[src/rtl/pva_pkg.sv]
// ============================================================================
// pva_pkg: shared types and constants of the priority voice allocator
// Word formats, command codes and the control/status bundles that join the
// controller and the datapath.
// ============================================================================
package pva_pkg;

    localparam int OP_W    = 3;
    localparam int PRIO_W  = 16;
    localparam int ID_W    = 16;
    localparam int CHSEL_W = 4;
    localparam int SAMP_W  = 24;

    // command codes
    localparam logic [OP_W-1:0] OP_ALLOC  = 3'd0;
    localparam logic [OP_W-1:0] OP_STOP   = 3'd1;
    localparam logic [OP_W-1:0] OP_QUERY  = 3'd2;
    localparam logic [OP_W-1:0] OP_REPORT = 3'd3;
    localparam logic [OP_W-1:0] OP_FINISH = 3'd4;

    // reset value of the first allocatable channel
    localparam logic [CHSEL_W-1:0] FVC_RESET = 4'd2;

    typedef struct packed {
        logic [OP_W-1:0]          cmd;
        logic signed [PRIO_W-1:0] req_priority;
        logic [ID_W-1:0]          sound_id;
        logic [CHSEL_W-1:0]       channel_sel;
        logic [SAMP_W-1:0]        sample_count;
    } req_word_t;

    typedef struct packed {
        logic [ID_W-1:0]    result_id;
        logic [CHSEL_W-1:0] result_channel;
        logic               playing;
    } rsp_word_t;

    // controller to datapath
    typedef struct packed {
        logic accept;
        logic scan_init;
        logic free_step;
        logic steal_rd;
        logic commit;
        logic mod_start;
        logic lookup_rd;
        logic lookup_done;
        logic sel_done;
        logic none_done;
    } dp_ctl_t;

    // datapath to controller
    typedef struct packed {
        logic [OP_W-1:0] op;
        logic            no_window;
        logic            free_hit;
        logic            scan_last;
        logic            mod_done;
    } dp_stat_t;

endpackage

[src/rtl/pva_rem.sv]
// ============================================================================
// pva_rem: remainder by a constant
// Remainder of a 16-bit id by DIVISOR through a scaled reciprocal multiply
// and one correction step; done rises once the corrected remainder is registered.
// ============================================================================
module pva_rem #(
    parameter int DIVISOR = 16,
    localparam int RW     = $clog2(DIVISOR) + 1
) (
    input  logic                       clk,
    input  logic                       rst_n,
    input  logic                       start,
    input  logic [pva_pkg::ID_W-1:0]   dividend,
    output logic                       done,
    output logic [RW-1:0]              rem
);

    // reciprocal scaled so the quotient estimate is exact or one short
    localparam int SH = pva_pkg::ID_W + $clog2(DIVISOR);
    localparam int MW = pva_pkg::ID_W + 1;
    localparam int PW = pva_pkg::ID_W + MW;
    localparam logic [MW-1:0] RECIP = MW'((64'd1 << SH) / DIVISOR);

    logic [1:0]                 cnt_reg;
    logic [1:0]                 cnt_next;
    logic [pva_pkg::ID_W-1:0]   div_reg;
    logic [pva_pkg::ID_W-1:0]   div_next;
    logic [PW-1:0]              prod_reg;
    logic [PW-1:0]              prod_next;
    logic [pva_pkg::ID_W-1:0]   quot;
    logic [RW-1:0]              rem_reg;
    logic [RW-1:0]              rem_next;

    assign quot = pva_pkg::ID_W'(prod_reg >> SH);

    always_comb
    begin
        cnt_next  = cnt_reg;
        div_next  = div_reg;
        prod_next = prod_reg;
        rem_next  = rem_reg;
        if (start)
        begin
            cnt_next  = 2'd2;
            div_next  = dividend;
            prod_next = PW'(dividend) * PW'(RECIP);
        end
        else if (cnt_reg == 2'd2)
        begin
            // below twice the divisor
            cnt_next = 2'd1;
            rem_next = RW'(div_reg - pva_pkg::ID_W'(quot * pva_pkg::ID_W'(DIVISOR)));
        end
        else if (cnt_reg == 2'd1)
        begin
            cnt_next = 2'd0;
            rem_next = (rem_reg >= RW'(DIVISOR)) ? rem_reg - RW'(DIVISOR) : rem_reg;
        end
    end

    always_ff @(posedge clk or negedge rst_n)
    begin
        if (!rst_n)
        begin
            cnt_reg <= '0;
            rem_reg <= '0;
        end
        else
        begin
            cnt_reg <= cnt_next;
            rem_reg <= rem_next;
        end
    end

    always_ff @(posedge clk)
    begin
        div_reg  <= div_next;
        prod_reg <= prod_next;
    end

    assign done = (cnt_reg == '0);
    assign rem  = rem_reg;

`ifndef SYNTHESIS
    a_rem_in_range: assert property (@(posedge clk) disable iff (!rst_n)
        (cnt_reg == '0) |-> (rem_reg < RW'(DIVISOR)))
        else $error("remainder not below divisor");
`endif

endmodule

[src/rtl/pva_dp.sv]
// ============================================================================
// pva_dp: voice allocator datapath
// Channel tables, busy bits, scan counter, best-candidate tracking,
// generation counter, config register and result register.
// ============================================================================
module pva_dp #(
    parameter int CHANNELS = 16
) (
    input  logic                          clk,
    input  logic                          rst_n,
    input  pva_pkg::req_word_t            req,
    input  logic                          cfg_wr,
    input  logic [pva_pkg::CHSEL_W-1:0]   cfg_wdata,
    input  pva_pkg::dp_ctl_t              ctl,
    output pva_pkg::dp_stat_t             stat,
    output pva_pkg::rsp_word_t            rsp
);

    localparam int CH_W  = $clog2(CHANNELS);
    localparam int CMP_W = (CH_W + 1 > pva_pkg::CHSEL_W) ? CH_W + 1 : pva_pkg::CHSEL_W;

    // config and captured request
    logic [pva_pkg::CHSEL_W-1:0] fvc_reg;
    pva_pkg::req_word_t          in_reg;

    // tables
    logic [pva_pkg::ID_W-1:0]          id_mem   [CHANNELS];
    logic signed [pva_pkg::PRIO_W-1:0] prio_mem [CHANNELS];
    logic [pva_pkg::SAMP_W-1:0]        samp_mem [CHANNELS];
    logic [pva_pkg::ID_W-1:0]          id_rd;
    logic signed [pva_pkg::PRIO_W-1:0] prio_rd;
    logic [pva_pkg::SAMP_W-1:0]        samp_rd;
    logic [CH_W-1:0]                   rd_addr;
    logic [CHANNELS-1:0]               busy_reg;

    // scan and candidate
    logic [CH_W-1:0]                   scan_reg;
    logic                              rd_vld_reg;
    logic [CH_W-1:0]                   rd_idx_reg;
    logic                              best_vld_reg;
    logic [CH_W-1:0]                   best_idx_reg;
    logic signed [pva_pkg::PRIO_W-1:0] best_prio_reg;
    logic [pva_pkg::SAMP_W-1:0]        best_samp_reg;
    logic                              cand;
    logic                              better;

    // generation
    logic [pva_pkg::ID_W-1:0] gen_reg;
    logic [pva_pkg::ID_W-1:0] gen_next;
    logic [pva_pkg::ID_W-1:0] gen_step;
    logic [pva_pkg::ID_W-1:0] new_id;
    logic                     alloc_we;

    // lookups
    logic                     rem_done;
    logic [CH_W:0]            rem;
    logic [CH_W-1:0]          rem_idx;
    logic                     match;
    logic                     sel_ok;
    logic [CH_W-1:0]          sel_idx;
    logic                     report_we;
    logic                     stop_clr;
    logic                     finish_clr;

    pva_rem #(
        .DIVISOR (CHANNELS)
    ) u_rem (
        .clk      (clk),
        .rst_n    (rst_n),
        .start    (ctl.mod_start),
        .dividend (in_reg.sound_id),
        .done     (rem_done),
        .rem      (rem)
    );

    assign rem_idx = rem[CH_W-1:0];
    assign sel_idx = CH_W'(in_reg.channel_sel);
    assign sel_ok  = CMP_W'(in_reg.channel_sel) < CMP_W'(CHANNELS);

    // status
    assign stat.op        = in_reg.cmd;
    assign stat.no_window = CMP_W'(fvc_reg) >= CMP_W'(CHANNELS);
    assign stat.free_hit  = !busy_reg[scan_reg];
    assign stat.scan_last = (scan_reg == CH_W'(CHANNELS - 1));
    assign stat.mod_done  = rem_done;

    always_ff @(posedge clk or negedge rst_n)
    begin
        if (!rst_n)
        begin
            fvc_reg <= pva_pkg::FVC_RESET;
        end
        else if (cfg_wr)
        begin
            fvc_reg <= cfg_wdata;
        end
    end

    always_ff @(posedge clk)
    begin
        if (ctl.accept)
        begin
            in_reg <= req;
        end
    end

    // table read port: scan address or id lookup
    assign rd_addr = ctl.lookup_rd ? rem_idx : scan_reg;

    assign gen_step  = pva_pkg::ID_W'(CHANNELS);
    assign new_id    = gen_reg + pva_pkg::ID_W'(best_idx_reg);
    assign alloc_we  = ctl.commit && best_vld_reg && (new_id != '0);
    assign report_we = ctl.sel_done && (in_reg.cmd == pva_pkg::OP_REPORT) && sel_ok;
    assign match     = (in_reg.sound_id != '0) && busy_reg[rem_idx] && (id_rd == in_reg.sound_id);
    assign stop_clr  = ctl.lookup_done && (in_reg.cmd == pva_pkg::OP_STOP) && match;
    assign finish_clr = ctl.sel_done && (in_reg.cmd == pva_pkg::OP_FINISH) && sel_ok;

    always_ff @(posedge clk)
    begin
        id_rd   <= id_mem[rd_addr];
        prio_rd <= prio_mem[rd_addr];
        samp_rd <= samp_mem[rd_addr];
        if (alloc_we)
        begin
            id_mem[best_idx_reg]   <= new_id;
            prio_mem[best_idx_reg] <= in_reg.req_priority;
        end
        if (alloc_we || report_we)
        begin
            samp_mem[alloc_we ? best_idx_reg : sel_idx] <= in_reg.sample_count;
        end
    end

    // busy bits stand for a nonzero id
    always_ff @(posedge clk or negedge rst_n)
    begin
        if (!rst_n)
        begin
            busy_reg <= '0;
        end
        else
        begin
            if (alloc_we)
            begin
                busy_reg[best_idx_reg] <= 1'b1;
            end
            if (stop_clr)
            begin
                busy_reg[rem_idx] <= 1'b0;
            end
            if (finish_clr)
            begin
                busy_reg[sel_idx] <= 1'b0;
            end
        end
    end

    // steal compare: lowest priority at or below request, then fewest samples
    assign cand   = (prio_rd <= in_reg.req_priority);
    assign better = !best_vld_reg || (prio_rd < best_prio_reg) ||
                    ((prio_rd == best_prio_reg) && (samp_rd < best_samp_reg));

    always_ff @(posedge clk or negedge rst_n)
    begin
        if (!rst_n)
        begin
            rd_vld_reg   <= 1'b0;
            best_vld_reg <= 1'b0;
            scan_reg     <= '0;
        end
        else
        begin
            rd_vld_reg <= ctl.steal_rd;
            if (ctl.accept)
            begin
                best_vld_reg <= 1'b0;
            end
            else if (ctl.free_step && stat.free_hit)
            begin
                best_vld_reg <= 1'b1;
            end
            else if (rd_vld_reg && cand && better)
            begin
                best_vld_reg <= 1'b1;
            end

            if (ctl.scan_init)
            begin
                scan_reg <= CH_W'(fvc_reg);
            end
            else if (ctl.free_step || ctl.steal_rd)
            begin
                scan_reg <= scan_reg + 1'b1;
            end
        end
    end

    always_ff @(posedge clk)
    begin
        rd_idx_reg <= scan_reg;
        if (ctl.free_step && stat.free_hit)
        begin
            best_idx_reg <= scan_reg;
        end
        else if (rd_vld_reg && cand && better)
        begin
            best_idx_reg  <= rd_idx_reg;
            best_prio_reg <= prio_rd;
            best_samp_reg <= samp_rd;
        end
    end

    // generation steps by the channel count and skips zero
    always_comb
    begin
        gen_next = gen_reg;
        if (ctl.commit && best_vld_reg)
        begin
            gen_next = gen_reg + gen_step;
            if (gen_next == '0)
            begin
                gen_next = gen_step;
            end
        end
    end

    always_ff @(posedge clk or negedge rst_n)
    begin
        if (!rst_n)
        begin
            gen_reg <= pva_pkg::ID_W'(CHANNELS);
        end
        else
        begin
            gen_reg <= gen_next;
        end
    end

    // result word
    always_ff @(posedge clk)
    begin
        if (ctl.commit)
        begin
            rsp.result_id      <= alloc_we ? new_id : '0;
            rsp.result_channel <= alloc_we ? pva_pkg::CHSEL_W'(best_idx_reg) : '0;
            rsp.playing        <= 1'b0;
        end
        else if (ctl.lookup_done)
        begin
            rsp.result_id      <= '0;
            rsp.result_channel <= pva_pkg::CHSEL_W'(rem_idx);
            rsp.playing        <= match;
        end
        else if (ctl.sel_done)
        begin
            rsp.result_id      <= '0;
            rsp.result_channel <= in_reg.channel_sel;
            rsp.playing        <= sel_ok && busy_reg[sel_idx];
        end
        else if (ctl.none_done)
        begin
            rsp <= '0;
        end
    end

`ifndef SYNTHESIS
    a_pick_in_window: assert property (@(posedge clk) disable iff (!rst_n)
        (ctl.commit && best_vld_reg) |-> (CMP_W'(best_idx_reg) >= CMP_W'(fvc_reg)))
        else $error("allocated channel below first voice channel");
    a_stop_frees: assert property (@(posedge clk) disable iff (!rst_n)
        stop_clr |=> !busy_reg[$past(rem_idx)])
        else $error("stopped channel still busy");
`endif

endmodule

[src/rtl/pva_ctrl.sv]
// ============================================================================
// pva_ctrl: voice allocator controller
// One-hot sequencer that steps the datapath through each command and
// raises the done strobe with the result word.
// ============================================================================
module pva_ctrl (
    input  logic               clk,
    input  logic               rst_n,
    input  logic               start,
    output logic               busy,
    output logic               done,
    input  pva_pkg::dp_stat_t  stat,
    output pva_pkg::dp_ctl_t   ctl
);

    typedef enum logic [8:0] {
        S_IDLE      = 9'b000000001,
        S_DISPATCH  = 9'b000000010,
        S_FREE      = 9'b000000100,
        S_STEAL     = 9'b000001000,
        S_STEAL_END = 9'b000010000,
        S_COMMIT    = 9'b000100000,
        S_MOD       = 9'b001000000,
        S_LOOK      = 9'b010000000,
        S_CHECK     = 9'b100000000
    } state_t;

    state_t state_reg;
    state_t state_next;
    logic   done_reg;
    logic   done_next;

    always_comb
    begin
        state_next = state_reg;
        ctl        = '0;
        unique case (state_reg)
            S_IDLE:
            begin
                if (start)
                begin
                    ctl.accept = 1'b1;
                    state_next = S_DISPATCH;
                end
            end
            S_DISPATCH:
            begin
                unique case (stat.op) inside
                    pva_pkg::OP_ALLOC:
                    begin
                        if (stat.no_window)
                        begin
                            state_next = S_COMMIT;
                        end
                        else
                        begin
                            ctl.scan_init = 1'b1;
                            state_next    = S_FREE;
                        end
                    end
                    pva_pkg::OP_STOP, pva_pkg::OP_QUERY:
                    begin
                        ctl.mod_start = 1'b1;
                        state_next    = S_MOD;
                    end
                    pva_pkg::OP_REPORT, pva_pkg::OP_FINISH:
                    begin
                        ctl.sel_done = 1'b1;
                        state_next   = S_IDLE;
                    end
                    default:
                    begin
                        ctl.none_done = 1'b1;
                        state_next    = S_IDLE;
                    end
                endcase
            end
            S_FREE:
            begin
                ctl.free_step = 1'b1;
                if (stat.free_hit)
                begin
                    state_next = S_COMMIT;
                end
                else if (stat.scan_last)
                begin
                    ctl.free_step = 1'b0;
                    ctl.scan_init = 1'b1;
                    state_next    = S_STEAL;
                end
            end
            S_STEAL:
            begin
                ctl.steal_rd = 1'b1;
                if (stat.scan_last)
                begin
                    state_next = S_STEAL_END;
                end
            end
            S_STEAL_END:
            begin
                state_next = S_COMMIT;
            end
            S_COMMIT:
            begin
                ctl.commit = 1'b1;
                state_next = S_IDLE;
            end
            S_MOD:
            begin
                if (stat.mod_done)
                begin
                    state_next = S_LOOK;
                end
            end
            S_LOOK:
            begin
                ctl.lookup_rd = 1'b1;
                state_next    = S_CHECK;
            end
            S_CHECK:
            begin
                ctl.lookup_done = 1'b1;
                state_next      = S_IDLE;
            end
            default:
            begin
                state_next = S_IDLE;
            end
        endcase
    end

    assign done_next = ctl.commit || ctl.lookup_done || ctl.sel_done || ctl.none_done;

    always_ff @(posedge clk or negedge rst_n)
    begin
        if (!rst_n)
        begin
            state_reg <= S_IDLE;
            done_reg  <= 1'b0;
        end
        else
        begin
            state_reg <= state_next;
            done_reg  <= done_next;
        end
    end

    assign busy = (state_reg != S_IDLE);
    assign done = done_reg;

`ifndef SYNTHESIS
    a_done_after_work: assert property (@(posedge clk) disable iff (!rst_n)
        done_reg |-> ($past(state_reg) != S_IDLE))
        else $error("done strobe without a command in flight");
    a_accept_dispatch: assert property (@(posedge clk) disable iff (!rst_n)
        (start && (state_reg == S_IDLE)) |=> (state_reg == S_DISPATCH))
        else $error("accepted word not dispatched");
`endif

endmodule

[src/rtl/priority_voice_allocator_top.sv]
// ============================================================================
// priority_voice_allocator_top: voice allocator with priority stealing
// Allocates, stops, queries and retires sound voices over a channel table.
// ============================================================================
// usage
//   command channel: drive a word on req and raise start; the word is taken
//   at a rising edge with start high and busy low. busy stays high until the
//   result word has been loaded.
//   result channel: rsp carries the result word, marked by done, which is
//   high for exactly one cycle; the receiver cannot stall it, so it must
//   sample rsp when done is high. every command gives exactly one result word.
//   config: cfg_wr with cfg_wdata sets the first allocatable channel; write
//   only while busy is low and no done strobe is pending.
// steps, accepting edge to the edge that raises done
//   report, finish, unknown command: the result word is loaded at dispatch
//   stop, query: dispatch, wait on the id-to-channel remainder, read, check
//   allocate, free channel found: dispatch, free scan up to it, commit
//   allocate with stealing: dispatch, free scan, steal scan, steal end and
//   commit; one channel per cycle through the free scan and again through
//   the table read port for the steal compare
// throughput: one command at a time; the next may start in the done cycle
// reset: all channels free, generation at CHANNELS, first channel 2
// ============================================================================
module priority_voice_allocator_top #(
    parameter int CHANNELS = 16
) (
    input  logic                          clk,
    input  logic                          rst_n,
    input  logic                          start,
    output logic                          busy,
    input  pva_pkg::req_word_t            req,
    output logic                          done,
    output pva_pkg::rsp_word_t            rsp,
    input  logic                          cfg_wr,
    input  logic [pva_pkg::CHSEL_W-1:0]   cfg_wdata
);

    // command and status between sequencer and datapath
    pva_pkg::dp_ctl_t  ctl;
    pva_pkg::dp_stat_t stat;

    // sequencer: one command at a time
    pva_ctrl u_ctrl (
        .clk   (clk),
        .rst_n (rst_n),
        .start (start),
        .busy  (busy),
        .done  (done),
        .stat  (stat),
        .ctl   (ctl)
    );

    // channel tables, scan, generation and result word
    pva_dp #(
        .CHANNELS (CHANNELS)
    ) u_dp (
        .clk       (clk),
        .rst_n     (rst_n),
        .req       (req),
        .cfg_wr    (cfg_wr),
        .cfg_wdata (cfg_wdata),
        .ctl       (ctl),
        .stat      (stat),
        .rsp       (rsp)
    );

endmodule
[config.mk]
export PLATFORM = sky130hd
export DESIGN_NAME = priority_voice_allocator_top
export DESIGN_NICKNAME = d
export VERILOG_FILES = /design/src/rtl/pva_pkg.sv /design/src/rtl/pva_rem.sv /design/src/rtl/pva_dp.sv /design/src/rtl/pva_ctrl.sv /design/src/rtl/priority_voice_allocator_top.sv
export SDC_FILE = /design/constraint.sdc
export NUM_CORES = 2
export LEC_CHECK = 0
export BUFFER_PORTS_ARGS = -buffer_cell sky130_fd_sc_hd__clkbuf_2
export CAP_MARGIN = 20
export CORE_MARGIN = 5
export CORE_UTILIZATION = 50
export CTS_CLUSTER_SIZE = 16
export DETAILED_ROUTE_END_ITERATION = 12
export GPL_ROUTABILITY_DRIVEN = 0
export PLACE_DENSITY = 0.66
export SLEW_MARGIN = 0
export SYNTH_ARGS = -nofsm -noshare
export SYNTH_HDL_FRONTEND = slang
export SYNTH_HIERARCHICAL = 1
export SYNTH_SLANG_ARGS = --single-unit
[constraint.sdc]
create_clock -name clk -period 10.6 [get_ports clk]
set_clock_uncertainty 0.15 [all_clocks]
set_input_delay 1.59 -clock clk [delete_from_list [all_inputs] [get_ports clk]]
set_output_delay 1.59 -clock clk [all_outputs]
set_load 0.005 [all_outputs]
==> metrics.cfg <==
[die]
initial_core_util_pct=50.1
fp.coreArea_um2=89600
die-width_um=310
dieHeight_um=310
ios=94
dieArea_um2=95900
rows=110

[run]
drv_cap=0

[setup_path]
reg2reg_from=u_ctrl/state_reg[5]
rrSetupSlack_ns=5.36
critPathKind=flop to flop
start_kind=flop
critPathArrivalTime_ns=5.61
reg2reg_depth=9
cp_data_required_time_ns=10.96
r2r-end=u_dp/prio_rd[9]
crit_fanout=47
end_kind=flop

[logic_synthesis]
synth_nets=2502
ys_ff_latch=1143
synth_area_per_cell_um2=18.9
yosysTopAreaCell=edfxtp_1
async_flop_share_pct=4.81
synth_most_common_cell=edfxtp_1
synth.area.top_cells=edfxtp_1 69%, mux4_2 12%, dfrtp_1 2.9%
synth.distinct_cells=76
syn_area_um2=44900
seq_area_frac_synth_pct=74.5
synth_edf_count=1027
synthTopCellsByCount=1,027 x edfxtp_1, 234 x mux4_2, 164 x nand2_1, 71 x inv_1, 68 x clkbuf_1
synthFlopType=edfxtp_1
ys.warnings.count=6
synth_top_cell_area_share_pct=68.7
synth_cells=2370

[sta]
rsz0062_at_grt=false
worst_pin_slew_ns=1.22
setup_viol=0
slew_viol_final=0
slew_headroom_pct=18.7
period_share_pct=49.5
finalHoldViolCount=0
fmax_ghz=0.191
min_period_ns=5.24
setup_slack_ns=5.36
fin_tns_setup_ns=0

[status]
status=complete, no violations

[pwr]
p_leak_nw=17.4
cellPowerDensity_nw_per_um2=223
ir_drop_mv=0.146
p_total_mw=11.2

[cells_and_area]
nets=2630
drive_gt1_share_pct=23.9
diodes=0
largest_reg_flops=384
largestRegisters=u_dp/samp_mem (384), u_dp/id_mem (256), u_dp/prio_mem (256)
top_register=u_dp/samp_mem
area_growth_pct=12.3
fillerInstances=6643

[cts]
cts_buffers=113
cts-root-buf=clkbuf_16
cts.sinks=1143
cts_resized=0
h-tree-depth=3
clk_pin_slew_worst_paths_ns=0.06
holdBufCountCts=0
post_cts_buffers=0
worst_skew_pair.late_latency_ns=0.70
cts_tree=done
cts.path.max_buffers=3

[place]
dp_hpwl_mm=53.6
portBuffers=93
pre_cts_ws_ns=5.37

[grt]
grt_pass1_wl_mm=152
grt_usage_pct=21.2
grt_max_degree=124
grt-ovfl-total=0
antenna_found_initial=0
grt_pass1_vias=23500

[detailed_routing]
num_vias=22800
drt_iter0_markers=2206
first_pass_iters=5
viasPerCell=6.05
route.antenna.remaining_nets=0
routed_wl_mm=101
detail_route.wl_per_cell_um=26.8
drc=0

[worst_hold_path]
hold_path.class=flop to flop
holdPathEnd=u_dp/best_samp_reg[23]
hold_depth=0
hp-start=u_dp/samp_rd[23]

routing by layer:
layer  vias to the layer above  global-route usage (%)  wire length [um]
met5                         -                       0                 0
met4                         0                    5.27              1930
met3                       118                    3.38              7110
met2                       835                    34.4             49000
met1                     12100                    30.9             43000
li1                       9733                       -                 -
cell type report:
cell class / count / area [um2] / area share, %
Inverter: 71 / 267 / 0.528
Clock inverter: 65 / 642 / 1.27
Timing Repair Buffer: 147 / 890 / 1.76
Multi-Input combinational cell: 1022 / 10700 / 21.2
Clock buffer: 147 / 3050 / 6.04
Sequential cell: 1143 / 33400 / 66.3
Tap cell: 1176 / 1470 / 2.92
critical path, cell delays in order (launching register included):
cell	delay, ns
dfrtp_1	0.44
or4_4	0.60
or4_4	0.44
and2b_1	0.54
mux2i_4	0.85
buf_4	0.84
mux4_2	0.61
and2_1	0.18
a211oi_1	0.26
a31oi_1	0.08
placed cells by master, fill, tap and decap left out, types with 16 or more instances in the layout:
cell type	instances
nor2_2	16
edfxtp_1	1027
ha_1	61
and3_1	18
clkbuf_2	93
xnor2_1	19
clkbuf_1	26
nand4_1	16
clkbuf_16	114
mux4_2	234
buf_4	50
clkinv_1	22
nand2_1	164
dfxtp_1	61
a211oi_1	61
nor2_1	37
a31oi_1	62
o22ai_1	18
inv_1	71
dfrtp_1	52
o21ai_0	20
clkinv_2	21
and2_1	58
a21oi_1	43
metrics by stage:
stage | utilization (%) | std cells | instance area (um2) | hold slack, ns
floorplan | - | 2370 | 44900 | 0.192
global placement | 52.2 | 3557 | 46800 | 0.270
detailed placement | 52.2 | 3558 | 46800 | 0.275
CTS | 56.3 | 3770 | 50400 | 0.289
global route | 56.3 | 3771 | 50400 | 0.306
finish | 56.3 | 3771 | 50400 | 0.292
cells by family after synthesis:
kind of cell             share of synthesized area [%]
AND/OR/NAND/NOR                                   4.76
XOR/XNOR                                         0.644
other                                          0.00835
buffers and inverters                             2.21
AO/OA/AOI/OAI                                     3.67
multiplexers                                      12.5
flip-flops                                        74.5
adder cells (fa/ha/maj)                           1.70
worst max-delay path by stage:
stage                                    from          endpoint  slack (ns)  depth (start not counted)
after floorplan           u_ctrl/state_reg[4]  u_dp/busy_reg[0]        4.21                          9
after global placement    u_ctrl/state_reg[5]  u_dp/samp_rd[15]        5.43                          9
after detailed placement  u_ctrl/state_reg[5]   u_dp/prio_rd[9]        5.37                          9
after CTS                 u_ctrl/state_reg[5]   u_dp/prio_rd[9]        5.26                          9
after global routing      u_ctrl/state_reg[5]   u_dp/prio_rd[9]        4.98                          9
final                     u_ctrl/state_reg[5]   u_dp/prio_rd[9]        5.36                          9
report_power, final:
| part | switching, mW | internal [mW] |
|---|---|---|
| logic | 0.983 | 0.736 |
| registers | 0.318 | 5.26 |
| clock network | 1.65 | 2.30 |
No activity file was read; power rests on OpenSTA's default activity.
